===== src/design/m2x2alu_div_step.sv =====
// one restoring division step: one quotient bit
module m2x2alu_div_step #(
   parameter int REM_WIDTH = 34,
   parameter int DIV_WIDTH = 33,
   parameter int SHIFT     = 0
) (
   input  logic [REM_WIDTH-1:0] rem,
   input  logic [DIV_WIDTH-1:0] divisor,
   output logic [REM_WIDTH-1:0] rem_nxt,
   output logic                 take
);

   logic [REM_WIDTH-1:0] div_ext;

   assign div_ext = REM_WIDTH'(divisor);
   assign take    = (rem >> SHIFT) >= div_ext;
   assign rem_nxt = take ? (rem - (div_ext << SHIFT)) : rem;

endmodule


===== config.mk =====
export PLATFORM = sky130hd
export DESIGN_NAME = m2x2alu_div_step
export DESIGN_NICKNAME = d
export VERILOG_FILES = /design/src/design/m2x2alu_div_step.sv
export SDC_FILE = /design/constraint.sdc
export NUM_CORES = 1
export LEC_CHECK = 0
export ABC_AREA = 0
export BUFFER_PORTS_ARGS = -buffer_cell sky130_fd_sc_hd__clkbuf_2
export CORE_MARGIN = 4
export CORE_UTILIZATION = 51
export DETAILED_ROUTE_END_ITERATION = 8
export PLACE_DENSITY = 0.93
export SETUP_SLACK_MARGIN = 0.1
export SLEW_MARGIN = 15
export SYNTH_ARGS = -nofsm -noshare
export SYNTH_HDL_FRONTEND = slang
export SYNTH_SLANG_ARGS = --single-unit

===== constraint.sdc =====
create_clock -name vclk -period 3.43
set_input_delay 0.343 -clock vclk [all_inputs]
set_output_delay 0.343 -clock vclk [all_outputs]
set_load 0.01 [all_outputs]

# After elaboration in Yosys (flattened, before gate mapping)
# Index checks and enable logic that the tools add are counted.
# totals
ff_bits	0
inputBits	67
word_cells	3
# op_classes
n_addsub	1
magnitude_cmp	1
muxes	1
# op_table
operator	n
34-bit by 33-bit greater-or-equal comparator with 1-bit output	1
34-bit 2-to-1 mux	1
34-bit by 33-bit subtractor with 34-bit output	1

# Longest topological paths before layout
# logic_depth
word_depth	2
mapped_depth	13
mapped_depth_nobuf	12

# Worst setup path before layout
# Ideal clock, no wire load.
# synth_timing
path_type	input to output
startpoint	in rem[0]
endpoint	out rem_nxt[28]
arrival_time_ps	2545
setup_slack_ps	542
cell_stages	13
path_cell_list	inv_1 > ha_1 > inv_1 > fa_1 > a211oi_1 > o21ai_0 > o211ai_1 > nand2_2 > a31oi_4 > o21ai_4 > buf_6 > o211a_1 > nor3_1
# synth_between
elab_chain_cells	2
# synth_rtl
element	line	rtl
start, declared	7	input logic [REM_WIDTH-1:0] rem,
34-bit by 33-bit subtractor with 34-bit output or 34-bit by 33-bit greater-or-equal comparator with 1-bit output (tied branches)	17, 16	
34-bit 2-to-1 mux (*)	17	assign rem_nxt = take ? (rem - (div_ext << SHIFT)) : rem;
end, declared	9	output logic [REM_WIDTH-1:0] rem_nxt,
# Mark *: on every way between the ends. The rest lies on a longest branch, timed or not.

# Worst setup path in the final report
# layout_timing
startpoint	in rem[25]
endpoint	out rem_nxt[15]
# layout_between
elab_chain_cells	2
# layout_rtl
element	line	rtl
34-bit by 33-bit greater-or-equal comparator with 1-bit output	16	assign take = (rem >> SHIFT) >= div_ext;
34-bit 2-to-1 mux	17	
# No other way between the ends.

==> metrics.cfg <==
[status]
outcome=finished, final reports clean

[flow_run]
cap_violations=0

[final_layout]
nFlopsAndLatches=0
n_fill_cell=374
final_layout_size_suffix_gt1_share_pct=30.6
insertedDiodeCount=0
regArea_um2=0
area.growth.synth_to_final_pct=28.7
nets=567
nClkBuffers=0

[route]
drc=0
drt_iter0_drc=254
wl_per_cell_um=13.4
ant_nets=0
vias_per_cell=5.80
first_pass_iters=5
wl_mm=6.89
vias=2993

[place]
hpwlAfterDp_mm=5.66
place_ws_ns=0.0551
portBuffers=102
routabilityCongestion=0.887

[global_route]
grt_pass1_vias=2854
grt_pass1_wl_mm=11.9
grt_remaining_overflow=0
grt_max_degree=32
antenna_found_initial=0
grt_use_total_pct=22.2

[power]
ir_drop_mv=0.106
leakagePower_nw=1.61
p_per_area_nw_per_um2=225
power_mw=0.682

[sta]
layout_min_cycle_time_ns=3.18
finalMaxSlewViolations=0
finalSetupViolations=0
fmax_mhz=314
slew-limit-headroom_pct=66.5
setup_ws_ns=0.249
whs_ns=1.02
setup_tns_ns=0
tightest_slew_ns=0.503
rsz0062_at_grt=false
hold_violations=0
period_share_pct=92.7

[setup_path]
path_class=in -> out
worstPathRequired_ns=3.09
cp-end-kind=output port
cpPeakStageDelay_ns=0.52
crit_buf_inv=3
cp_max_fo=9
crit_top_cell=clkbuf_2
worstPathCellList=clkbuf_2 -> ha_1 -> a21oi_2 -> o21ai_0 -> a41o_1 -> a2111oi_4 -> o21ai_4 -> buf_4 -> mux2_4 -> clkbuf_2
crit_family=compound AO/OA/AOI/OAI gates
slowest_stage=a2111oi_4
worst_ep_arrival_time_ns=2.84
crit_path_start_kind=primary input

[synthesis]
ys_seq_area_share_pct=0
synthTopCellsByArea=ha_1 18%, a21oi_1 12%, xnor2_1 7.1%
synth_top_cell_by_area=ha_1
synth_cell_types=57
yosys_warnings=0
syn_nets=461
syn_area_per_cell_um2=6.54
synthCells=360
synth_top_cell_area_share_pct=17.5
syn_area_um2=2360

[floorplanning]
fp.dieH_um=76.0
die_width_um=76.0
core-area_um2=4410
row_count=24
ios=102
initial_core_util_pct=53.4
die_area_um2=5770

[min_path]
hp-class=in -> out

layout make-up:
cell class | count | area, um2 | area share (%)
inverter | 38 | 143 | 4.70
tap | 52 | 65.1 | 2.15
timing repair buffer | 119 | 651 | 21.5
multi-input combinational | 307 | 2170 | 71.7
timing repair:
| item | CTS | global route |
|---|---|---|
| setup endpoints to repair | 5 | 24 |
| gates cloned | 1 | 0 |
| buffers inserted | 0 | 5 |
| hold endpoints to repair | 0 | 0 |
| resized for setup | 1 | 4 |
| hold buffers | 0 | 0 |
| pin swaps | 1 | 5 |
cell usage after synthesis, drive strengths merged, types with 2 or more instances:
cell type,n
mux2,6
o21ai,27
inv,38
ha,33
nand2b,2
buf,7
o31ai,2
o21bai,3
and3,6
nor2b,4
nor2,38
nor3,7
a21oi,56
or2,2
and2,2
clkbuf,9
a31oi,4
nand2,27
a21o,11
xnor2,19
a211oi,7
nand4,6
o21a,7
nand3,7
o211a,2
a41oi,2
a221o,2
xor2,9
through the flow:
step	area (um2)	std cells	util, %
after floorplan	2360	360	-
after global placement	2960	510	67.0
after detailed placement	2960	510	67.0
after CTS	2970	511	67.3
after global routing	3030	516	68.7
final	3030	516	68.7
path summary, 6_finish.rpt:
path,from,endpoint,slack [ns],cells after the start
hold / removal,rem[30],rem_nxt[30],1.02,3
setup / recovery,rem[25],rem_nxt[15],0.25,10
logic make-up (layout without fill, tap and decap cells):
group	Yosys count	after routing	share of synthesized area [%]
adder cells (fa/ha/maj)	34	34	18.4
buffers and inverters	54	157	9.35
XOR/XNOR	28	28	10.4
AND/OR/NAND/NOR	103	103	20.3
multiplexers	7	7	3.61
AO/OA/AOI/OAI	134	135	38.0
where the power goes:
| group | switching, mW | internal, mW | leakage, nW | total [mW] |
|---|---|---|---|---|
| clock | 0 | 0 | 0 | 0 |
| combinational | 0.371 | 0.311 | 1.61 | 0.682 |
| sequential | 0 | 0 | 0 | 0 |
cell usage in the layout (no fill, tap or decap), drive strengths merged, types with 3 or more instances in the layout:
master,count
clkbuf,102
a21oi,56
inv,38
nor2,38
ha,33
o21ai,28
nand2,27
xnor2,19
buf,17
a21o,11
xor2,9
nor3,7
o21a,7
nand3,7
a211oi,7
nand4,6
and3,6
mux2,6
nor2b,4
a31oi,4
o21bai,3
routing by layer:
| layer | part of all wire [%] | global-route usage (%) |
|---|---|---|
| met1 | 41 | 26.6 |
| met4 | 1.3 | 3.56 |
| met5 | 0 | 0 |
| met2 | 51 | 42.2 |
| met3 | 7.0 | 2.37 |
No activity file was read; power rests on OpenSTA's default activity.
